**src/sv/grs_pkg.sv**
```systemverilog
`default_nettype none

package grs_pkg;

  localparam int COUNT_W  = 32;
  localparam int FACTOR_W = 8;
  localparam int SPLIT_W  = 7;
  localparam int STATUS_W = 2;
  localparam int PROD_W   = COUNT_W + FACTOR_W;

  localparam logic [FACTOR_W-1:0] FACTOR_RESET = 8'd2;

  typedef enum logic [STATUS_W-1:0] {
    STATUS_OK        = 2'd0,
    STATUS_RATIO_OVF = 2'd1,
    STATUS_SUM_OVF   = 2'd2
  } status_t;

  // Commands from the controller to the datapath.
  typedef struct packed {
    logic    store;
    logic    begin_scan;
    logic    load_cur;
    logic    down_step;
    logic    split_hi;
    logic    up_init;
    logic    up_step;
    logic    finish;
    status_t code;
  } cmd_t;

  // Conditions reported back by the datapath.
  typedef struct packed {
    logic n_le1;
    logic ratio_ovf;
    logic ratio_break;
    logic idx_one;
    logic up_ovf;
    logic up_stop;
    logic up_last;
  } stat_t;

endpackage

`default_nettype wire

```
**src/sv/geometric_repack_split_unit.sv**
```systemverilog
`default_nettype none

// Channel        Direction  Signals                         Transaction
// -------------  ---------  ------------------------------  ---------------------------
// pack input     in         start, busy, object_count, last start high and busy low
// configuration  in         cfg_valid, cfg_ready, cfg_data  cfg_valid and cfg_ready high
// result         out        result_valid, split, status     result_valid high, one cycle
//
// A pack without the last flag leaves busy low, so counts may stream at one per
// clock. A transaction carrying the last flag keeps busy high while the set is scanned
// through the single read port of the count memory, which delivers one stored count
// per cycle to the downward scan and then to the upward pass. The result strobe is
// registered from the finish command and rises in the next cycle; it cannot be stalled.
// Reset is synchronous: it empties the set, clears the strobe and restores the factor to 2.

module geometric_repack_split_unit #(
  parameter int MAX_PACKS = 64
) (
  input  wire logic                          clk,
  input  wire logic                          rst,
  input  wire logic                          start,
  output logic                               busy,
  input  wire logic [grs_pkg::COUNT_W-1:0]   object_count,
  input  wire logic                          last,
  input  wire logic                          cfg_valid,
  output logic                               cfg_ready,
  input  wire logic [grs_pkg::FACTOR_W-1:0]  cfg_data,
  output logic                               result_valid,
  output logic      [grs_pkg::SPLIT_W-1:0]   split,
  output logic      [grs_pkg::STATUS_W-1:0]  status
);

  grs_pkg::cmd_t    cmd;
  grs_pkg::stat_t   stat;
  grs_pkg::status_t status_code;

  // The factor register is only written between sets, while no computation runs.
  assign cfg_ready = !busy;

  // The controller walks the scan phases; the datapath holds the counts and the sums.
  grs_ctrl u_ctrl (
    .clk  (clk),
    .rst  (rst),
    .start(start),
    .last (last),
    .stat (stat),
    .cmd  (cmd),
    .busy (busy)
  );

  grs_datapath #(
    .MAX_PACKS(MAX_PACKS)
  ) u_datapath (
    .clk         (clk),
    .rst         (rst),
    .cmd         (cmd),
    .stat        (stat),
    .object_count(object_count),
    .cfg_we      (cfg_valid && cfg_ready),
    .cfg_data    (cfg_data),
    .result_valid(result_valid),
    .split       (split),
    .status      (status_code)
  );

  assign status = status_code;

endmodule

`default_nettype wire

```
**src/sv/grs_ram.sv**
```systemverilog
`default_nettype none

module grs_ram #(
  parameter int WIDTH = 32,
  parameter int DEPTH = 64
) (
  input  wire logic                     clk,
  input  wire logic                     we,
  input  wire logic [$clog2(DEPTH)-1:0] waddr,
  input  wire logic [WIDTH-1:0]         wdata,
  input  wire logic [$clog2(DEPTH)-1:0] raddr,
  output logic      [WIDTH-1:0]         rdata
);

  logic [WIDTH-1:0] mem [DEPTH];

  always_ff @(posedge clk) begin
    if (we) begin
      mem[waddr] <= wdata;
    end
    rdata <= mem[raddr];
  end

endmodule

`default_nettype wire

```
**src/sv/grs_datapath.sv**
```systemverilog
`default_nettype none

module grs_datapath #(
  parameter int MAX_PACKS = 64
) (
  input  wire logic                             clk,
  input  wire logic                             rst,
  input  wire grs_pkg::cmd_t                    cmd,
  output grs_pkg::stat_t                        stat,
  input  wire logic [grs_pkg::COUNT_W-1:0]      object_count,
  input  wire logic                             cfg_we,
  input  wire logic [grs_pkg::FACTOR_W-1:0]     cfg_data,
  output logic                                  result_valid,
  output logic      [grs_pkg::SPLIT_W-1:0]      split,
  output grs_pkg::status_t                      status
);

  localparam int IW = $clog2(MAX_PACKS);
  localparam int CW = $clog2(MAX_PACKS + 1);
  localparam int CNT_W = grs_pkg::COUNT_W;
  localparam int PW = grs_pkg::PROD_W;
  localparam int SPLIT_W_EXT = grs_pkg::SPLIT_W + CW;

  logic [CW-1:0]                    pack_total;
  logic [IW-1:0]                    idx;
  logic [CNT_W-1:0]                 cur;
  logic [CNT_W-1:0]                 sum;
  logic [CW-1:0]                    split_reg;
  logic [grs_pkg::FACTOR_W-1:0]     factor;
  logic [CW-1:0]                    split_out;

  logic                             ram_we;
  logic [IW-1:0]                    raddr;
  logic [CNT_W-1:0]                 rdata;

  logic [PW-1:0]                    prod_down;
  logic [PW-1:0]                    prod_up;
  logic [CNT_W:0]                   sum_add;
  logic                             in_prefix;
  logic                             up_prod_ovf;
  logic                             up_lt;
  logic [SPLIT_W_EXT-1:0]           split_wide;

  assign ram_we = cmd.store && (pack_total < CW'(MAX_PACKS));

  always_comb begin
    priority if (cmd.begin_scan) begin
      raddr = IW'(pack_total - CW'(1));
    end else if (cmd.load_cur) begin
      raddr = idx - IW'(1);
    end else if (cmd.down_step) begin
      raddr = idx - IW'(2);
    end else if (cmd.up_init) begin
      raddr = '0;
    end else if (cmd.up_step) begin
      raddr = idx + IW'(1);
    end else begin
      raddr = idx;
    end
  end

  grs_ram #(
    .WIDTH(CNT_W),
    .DEPTH(MAX_PACKS)
  ) u_store (
    .clk  (clk),
    .we   (ram_we),
    .waddr(pack_total[IW-1:0]),
    .wdata(object_count),
    .raddr(raddr),
    .rdata(rdata)
  );

  // Downward scan: rdata holds the lower count of the pair, cur the upper.
  assign prod_down = PW'(factor) * PW'(rdata);

  // Upward pass: prefix sum below the split, then absorb.
  assign prod_up     = PW'(factor) * PW'(sum);
  assign sum_add     = {1'b0, sum} + {1'b0, rdata};
  assign in_prefix   = CW'(idx) < split_reg;
  assign up_prod_ovf = prod_up[PW-1:CNT_W] != '0;
  assign up_lt       = PW'(rdata) < prod_up;

  always_comb begin
    stat.n_le1       = pack_total <= CW'(1);
    stat.ratio_ovf   = prod_down[PW-1:CNT_W] != '0;
    stat.ratio_break = PW'(cur) < prod_down;
    stat.idx_one     = idx == IW'(1);
    stat.up_ovf      = in_prefix ? sum_add[CNT_W]
                                 : (up_prod_ovf || (up_lt && sum_add[CNT_W]));
    stat.up_stop     = !in_prefix && !up_prod_ovf && !up_lt;
    stat.up_last     = CW'(idx) == (pack_total - CW'(1));
  end

  always_ff @(posedge clk) begin
    if (rst) begin
      pack_total   <= '0;
      factor       <= grs_pkg::FACTOR_RESET;
      result_valid <= 1'b0;
    end else begin
      if (cfg_we) begin
        factor <= cfg_data;
      end
      if (ram_we) begin
        pack_total <= pack_total + CW'(1);
      end
      result_valid <= cmd.finish;
      if (cmd.finish) begin
        pack_total <= '0;
      end
    end
  end

  always_ff @(posedge clk) begin
    if (cmd.begin_scan) begin
      idx       <= IW'(pack_total - CW'(1));
      split_reg <= '0;
    end
    if (cmd.load_cur) begin
      cur <= rdata;
    end
    if (cmd.down_step) begin
      cur <= rdata;
      idx <= idx - IW'(1);
    end
    if (cmd.split_hi) begin
      split_reg <= CW'(idx) + CW'(1);
    end
    if (cmd.up_init) begin
      idx <= '0;
      sum <= '0;
    end
    if (cmd.up_step) begin
      sum <= sum_add[CNT_W-1:0];
      idx <= idx + IW'(1);
      if (!in_prefix) begin
        split_reg <= split_reg + CW'(1);
      end
    end
    if (cmd.finish) begin
      status    <= cmd.code;
      split_out <= (cmd.code == grs_pkg::STATUS_OK) ? split_reg : '0;
    end
  end

  assign split_wide = {{grs_pkg::SPLIT_W{1'b0}}, split_out};
  assign split      = split_wide[grs_pkg::SPLIT_W-1:0];

endmodule

`default_nettype wire

```
**src/sv/grs_ctrl.sv**
```systemverilog
`default_nettype none

module grs_ctrl (
  input  wire logic           clk,
  input  wire logic           rst,
  input  wire logic           start,
  input  wire logic           last,
  input  wire grs_pkg::stat_t stat,
  output grs_pkg::cmd_t       cmd,
  output logic                busy
);

  typedef enum logic [2:0] {
    S_IDLE,
    S_BEGIN,
    S_DCUR,
    S_DLOW,
    S_USTART,
    S_URUN,
    S_OUT
  } state_t;

  state_t state;
  state_t state_next;

  always_comb begin
    cmd        = '0;
    cmd.code   = grs_pkg::STATUS_OK;
    state_next = state;
    unique case (state)
      S_IDLE: begin
        if (start && !busy) begin
          cmd.store = 1'b1;
          if (last) begin
            state_next = S_BEGIN;
          end
        end
      end
      S_BEGIN: begin
        cmd.begin_scan = 1'b1;
        state_next     = stat.n_le1 ? S_USTART : S_DCUR;
      end
      S_DCUR: begin
        cmd.load_cur = 1'b1;
        state_next   = S_DLOW;
      end
      S_DLOW: begin
        priority if (stat.ratio_ovf) begin
          cmd.finish = 1'b1;
          cmd.code   = grs_pkg::STATUS_RATIO_OVF;
          state_next = S_IDLE;
        end else if (stat.ratio_break) begin
          cmd.split_hi = 1'b1;
          state_next   = S_USTART;
        end else if (stat.idx_one) begin
          state_next = S_USTART;
        end else begin
          cmd.down_step = 1'b1;
        end
      end
      S_USTART: begin
        cmd.up_init = 1'b1;
        state_next  = S_URUN;
      end
      S_URUN: begin
        priority if (stat.up_ovf) begin
          cmd.finish = 1'b1;
          cmd.code   = grs_pkg::STATUS_SUM_OVF;
          state_next = S_IDLE;
        end else if (stat.up_stop) begin
          cmd.finish = 1'b1;
          state_next = S_IDLE;
        end else begin
          cmd.up_step = 1'b1;
          if (stat.up_last) begin
            state_next = S_OUT;
          end
        end
      end
      S_OUT: begin
        cmd.finish = 1'b1;
        state_next = S_IDLE;
      end
      default: begin
        state_next = S_IDLE;
      end
    endcase
  end

  always_ff @(posedge clk) begin
    if (rst) begin
      state <= S_IDLE;
      busy  <= 1'b0;
    end else begin
      state <= state_next;
      busy  <= state_next != S_IDLE;
    end
  end

endmodule

`default_nettype wire
```
**config.mk**
```make
export PLATFORM = sky130hd
export DESIGN_NAME = geometric_repack_split_unit
export DESIGN_NICKNAME = d
export VERILOG_FILES = /design/src/sv/grs_pkg.sv /design/src/sv/geometric_repack_split_unit.sv /design/src/sv/grs_ram.sv /design/src/sv/grs_datapath.sv /design/src/sv/grs_ctrl.sv
export SDC_FILE = /design/constraint.sdc
export NUM_CORES = 2
export LEC_CHECK = 0
export ABC_AREA = 0
export BUFFER_PORTS_ARGS = -buffer_cell sky130_fd_sc_hd__buf_4
export CELL_PAD_IN_SITES_DETAIL_PLACEMENT = 1
export CELL_PAD_IN_SITES_GLOBAL_PLACEMENT = 1
export CORE_MARGIN = 4
export CORE_UTILIZATION = 45
export DETAILED_ROUTE_END_ITERATION = 8
export PLACE_DENSITY = 0.75
export SLEW_MARGIN = 30
export SYNTH_ARGS = -nofsm -noshare
export SYNTH_HDL_FRONTEND = slang
export SYNTH_SLANG_ARGS = --single-unit
```
**constraint.sdc**
```tcl
create_clock -name clk -period 12.95 [get_ports clk]
set_input_delay 2.59 -clock clk [delete_from_list [all_inputs] [get_ports clk]]
set_output_delay 2.59 -clock clk [all_outputs]
set_load 0.02 [all_outputs]
```
==> impl_metrics.yaml <==
outcome:
  status: "completed"
setup_path:
  start_kind: "register"
  cp_slowest_cell: "nor4_1"
  crit_type: "reg2reg"
  end_kind: "register"
  cp_max_fo: 47
  r2r_start: "u_datapath.factor[4]$_SDFFE_PP0P_"
  r2r-end: "u_datapath.u_store.rdata[5]$_DFF_P_"
  slowest_delay_ns: 0.99
  cp_data_arrival_time_ns: 12.69
  reg2reg_depth: 33
  rrSetupSlack_ns: 1.04
  crit_top_cell: "a21oi_1"
  required_ns: 13.73
power:
  intPower_mw: 16.7
  power_frac_comb_pct: 49.3
  p_clk_share_pct: 21.4
  swShare_pct: 41.9
  power.leakage_nw: 40.7
  ir_worst_vdd_mv: 0.179
  p_seq_share_pct: 29.3
  powerDensity_nw_per_um2: 249
  switchingPower_mw: 12.0
logic_synthesis:
  synth_fp_nets: 7942
  syn_area_per_cell_sq_um: 14.2
  syn_area_sq_um: 103000
  async_reset_ff_share_pct: 0
  ys_types: 87
  synthFlopType: "edfxtp_1"
  syn_inst: 7307
  yosys_warnings: 0
  yosys_register_bits: 2186
  synth_edf_count: 2127
  ys_seq_area_share_pct: 62.9
grt:
  antenna_found_initial: 21
  track_usage_pct: 27.0
  grt_pass1_wl_microns: 473000
  grt_max_degree: 103
  grt_pass1_vias: 69300
  grt.overflow.total: 0
worst_hold_path:
  hold_path_depth: 1
  hold_class: "reg2reg"
  min_from: "u_datapath.split_reg[2]$_DFF_P_"
  whs_endpoint: "u_datapath.split_reg[2]$_DFF_P_"
route:
  viasPerCell: 6.19
  wl_per_cell_microns: 30.5
  drt-pass1-iter-count: 6
  routed_wl_microns: 323000
  vias: 65500
  initialDrtViolationCount: 7489
  drt_drc_violations_left: 0
  ant_nets: 0
clock_network:
  ctsHoldBuffers: 0
  cts-htree-levels: 4
  cts_resized: 0
  numClockSinks: 2186
  cts_tree: "yes"
  clk_pin_slew_worst_paths_ns: 0.07
  cts_setup_buffers: 0
  cts-root-buf: "clkbuf_16"
  cts_buffer_depth: 3
  cts_made_buffers: 208
  clk_latency_ns: 0.87
sta:
  tightestPinTransition_ns: 1.17
  setup_violations: 0
  finalHoldViolCount: 0
  report.final.slew_viol_count: 0
  final.setup.tns_ns: 0
  layout_min_cycle_time_ns: 11.91
  final.period_utilization_pct: 92.0
  max_slew_margin_pct: 21.2
  rsz0062_at_grt: "false"
  fin_skew_ns: 0.0491
  fmax_mhz: 84.0
final_layout:
  layout_commonest_cell: "edfxtp_1"
  regMostFlops: "u_datapath.u_store.mem"
  most-common-layout-cells: "2127 x edfxtp_1, 1057 x nand2_1, 372 x nand3_1"
  nFillCells: 22100
  fin_cells: 10600
  largest_reg_flops: 2048
  layout-drive-gt1-share_pct: 11.9
  nets: 8019
  syn2layout_area_growth_pct: 11.3
  multi_input_area_sq_um: 36200
  register_area_sq_um: 65100
placed_design:
  place.port_buffers: 56
  routabilityCongestion: 0.881
  placed_cells: 10200
  dpl.hpwl_microns: 200000
job:
  cap_violations: 0
floorplanning:
  start_util_pct: 45.4
  row_count: 175
  core_area_sq_um: 228000
  die_w_microns: 487
  fp.dieArea_sq_um: 238000
  io_pins: 57
  chipHeight_microns: 487
kinds of logic (layout without fill, tap and decap cells):
logic type | count (synthesis) | after routing | synth area share, %
DFF | 2186 | 2186 | 62.9
adders and majority gates | 590 | 590 | 9.76
other | 0 | 10 | 0
buffers and inverters | 712 | 962 | 2.81
AOI/OAI and AO/OA | 824 | 824 | 5.11
muxes | 559 | 559 | 7.86
and+or+nand+nor | 2324 | 2324 | 10.6
xor gates and xnor gates | 112 | 112 | 0.949
power groups by stage:
stage               combinational [mW]  clock [mW]  sequential (mW)
global placement                  13.3           0             8.52
floorplan                         9.37           0             8.26
global route                      15.4        6.52             8.41
finish                            14.1        6.15             8.39
CTS                               14.1        6.20             8.38
detailed placement                13.9           0             8.53
critical path, delay by kind of cell, from the launching register on:
| kind | cells | cell delay, ns |
|---|---|---|
| AND/OR/NAND/NOR | 8 | 4.06 |
| buffers and inverters | 4 | 0.95 |
| adder cells (fa/ha/maj) | 6 | 2.55 |
| XOR/XNOR | 1 | 0.21 |
| flip-flops | 1 | 0.58 |
| AO/OA/AOI/OAI | 14 | 3.38 |
metrics by stage:
stage               utilization (%)  hold slack (ns)  power [mW]  cell area, sq um  setup WS (ns)
floorplan                         -            0.464        17.6            103000           4.06
CTS                            50.5            0.514        28.7            115000           1.20
detailed placement             47.5            0.498        22.4            108000           1.37
finish                         50.5            0.514        28.7            115000           1.04
global route                   50.5            0.543        30.3            115000          0.604
global placement               47.4            0.493        21.9            108000          0.567
Yosys cell counts, types with 21 or more instances:
cell / number / area [sq um]
a21oi_1: 279 / 1400
o211ai_1: 22 / 165
a21boi_0: 22 / 165
nor3_1: 49 / 245
dfxtp_1: 59 / 1180
nand4_1: 28 / 175
a31oi_1: 42 / 263
xor2_1: 53 / 464
mux2i_1: 329 / 3290
ha_1: 229 / 2870
and2_1: 352 / 2200
mux4_2: 199 / 4480
buf_2: 98 / 490
and3_1: 49 / 307
o2bb2ai_1: 28 / 245
mux2_2: 31 / 349
edfxtp_1: 2127 / 63900
o22ai_1: 126 / 788
clkbuf_1: 224 / 841
nand2_1: 1058 / 3970
a211oi_1: 25 / 188
or3_1: 22 / 138
fa_1: 361 / 7230
nand3_1: 378 / 1890
xnor2_1: 59 / 517
nor4_1: 66 / 413
nor2_1: 221 / 830
inv_1: 346 / 1300
o21ai_0: 74 / 370
a21o_1: 53 / 398
a32oi_1: 21 / 184
layer usage:
layer  part of all wire (%)  global-route usage, %
met1                     38                   35.1
met2                     49                   45.3
met3                    9.3                   5.04
met4                    4.1                   10.4
met5                  0.017                      0
final cells by class:
cell class | count | area share [%]
tap | 3009 | 3.27
sequential | 2186 | 56.5
timing repair buffer | 232 | 1.74
antenna | 10 | 0.0217
clock buffer | 274 | 4.95
multi-input combinational | 4409 | 31.4
inverter | 347 | 1.13
clock inverter | 109 | 0.953
how the worst max path moves through the flow:
stage	to	slack, ns	start
4_1_cts	u_datapath.u_store.rdata[4]$_DFF_P_	1.20	u_datapath.factor[3]$_SDFFE_PP0P_
3_5_place_dp	u_datapath.u_store.rdata[4]$_DFF_P_	1.37	u_datapath.factor[4]$_SDFFE_PP0P_
5_1_grt	u_datapath.u_store.rdata[4]$_DFF_P_	0.60	u_datapath.factor[4]$_SDFFE_PP0P_
6_report	u_datapath.u_store.rdata[5]$_DFF_P_	1.04	u_datapath.factor[4]$_SDFFE_PP0P_
3_3_place_gp	u_datapath.u_store.rdata[8]$_DFF_P_	0.57	u_datapath.u_store.rdata[3]$_DFF_P_
2_1_floorplan	u_datapath.u_store.rdata[30]$_DFF_P_	4.06	u_datapath.factor[5]$_SDFFE_PP0P_
Power figures use the tool's default switching activity.
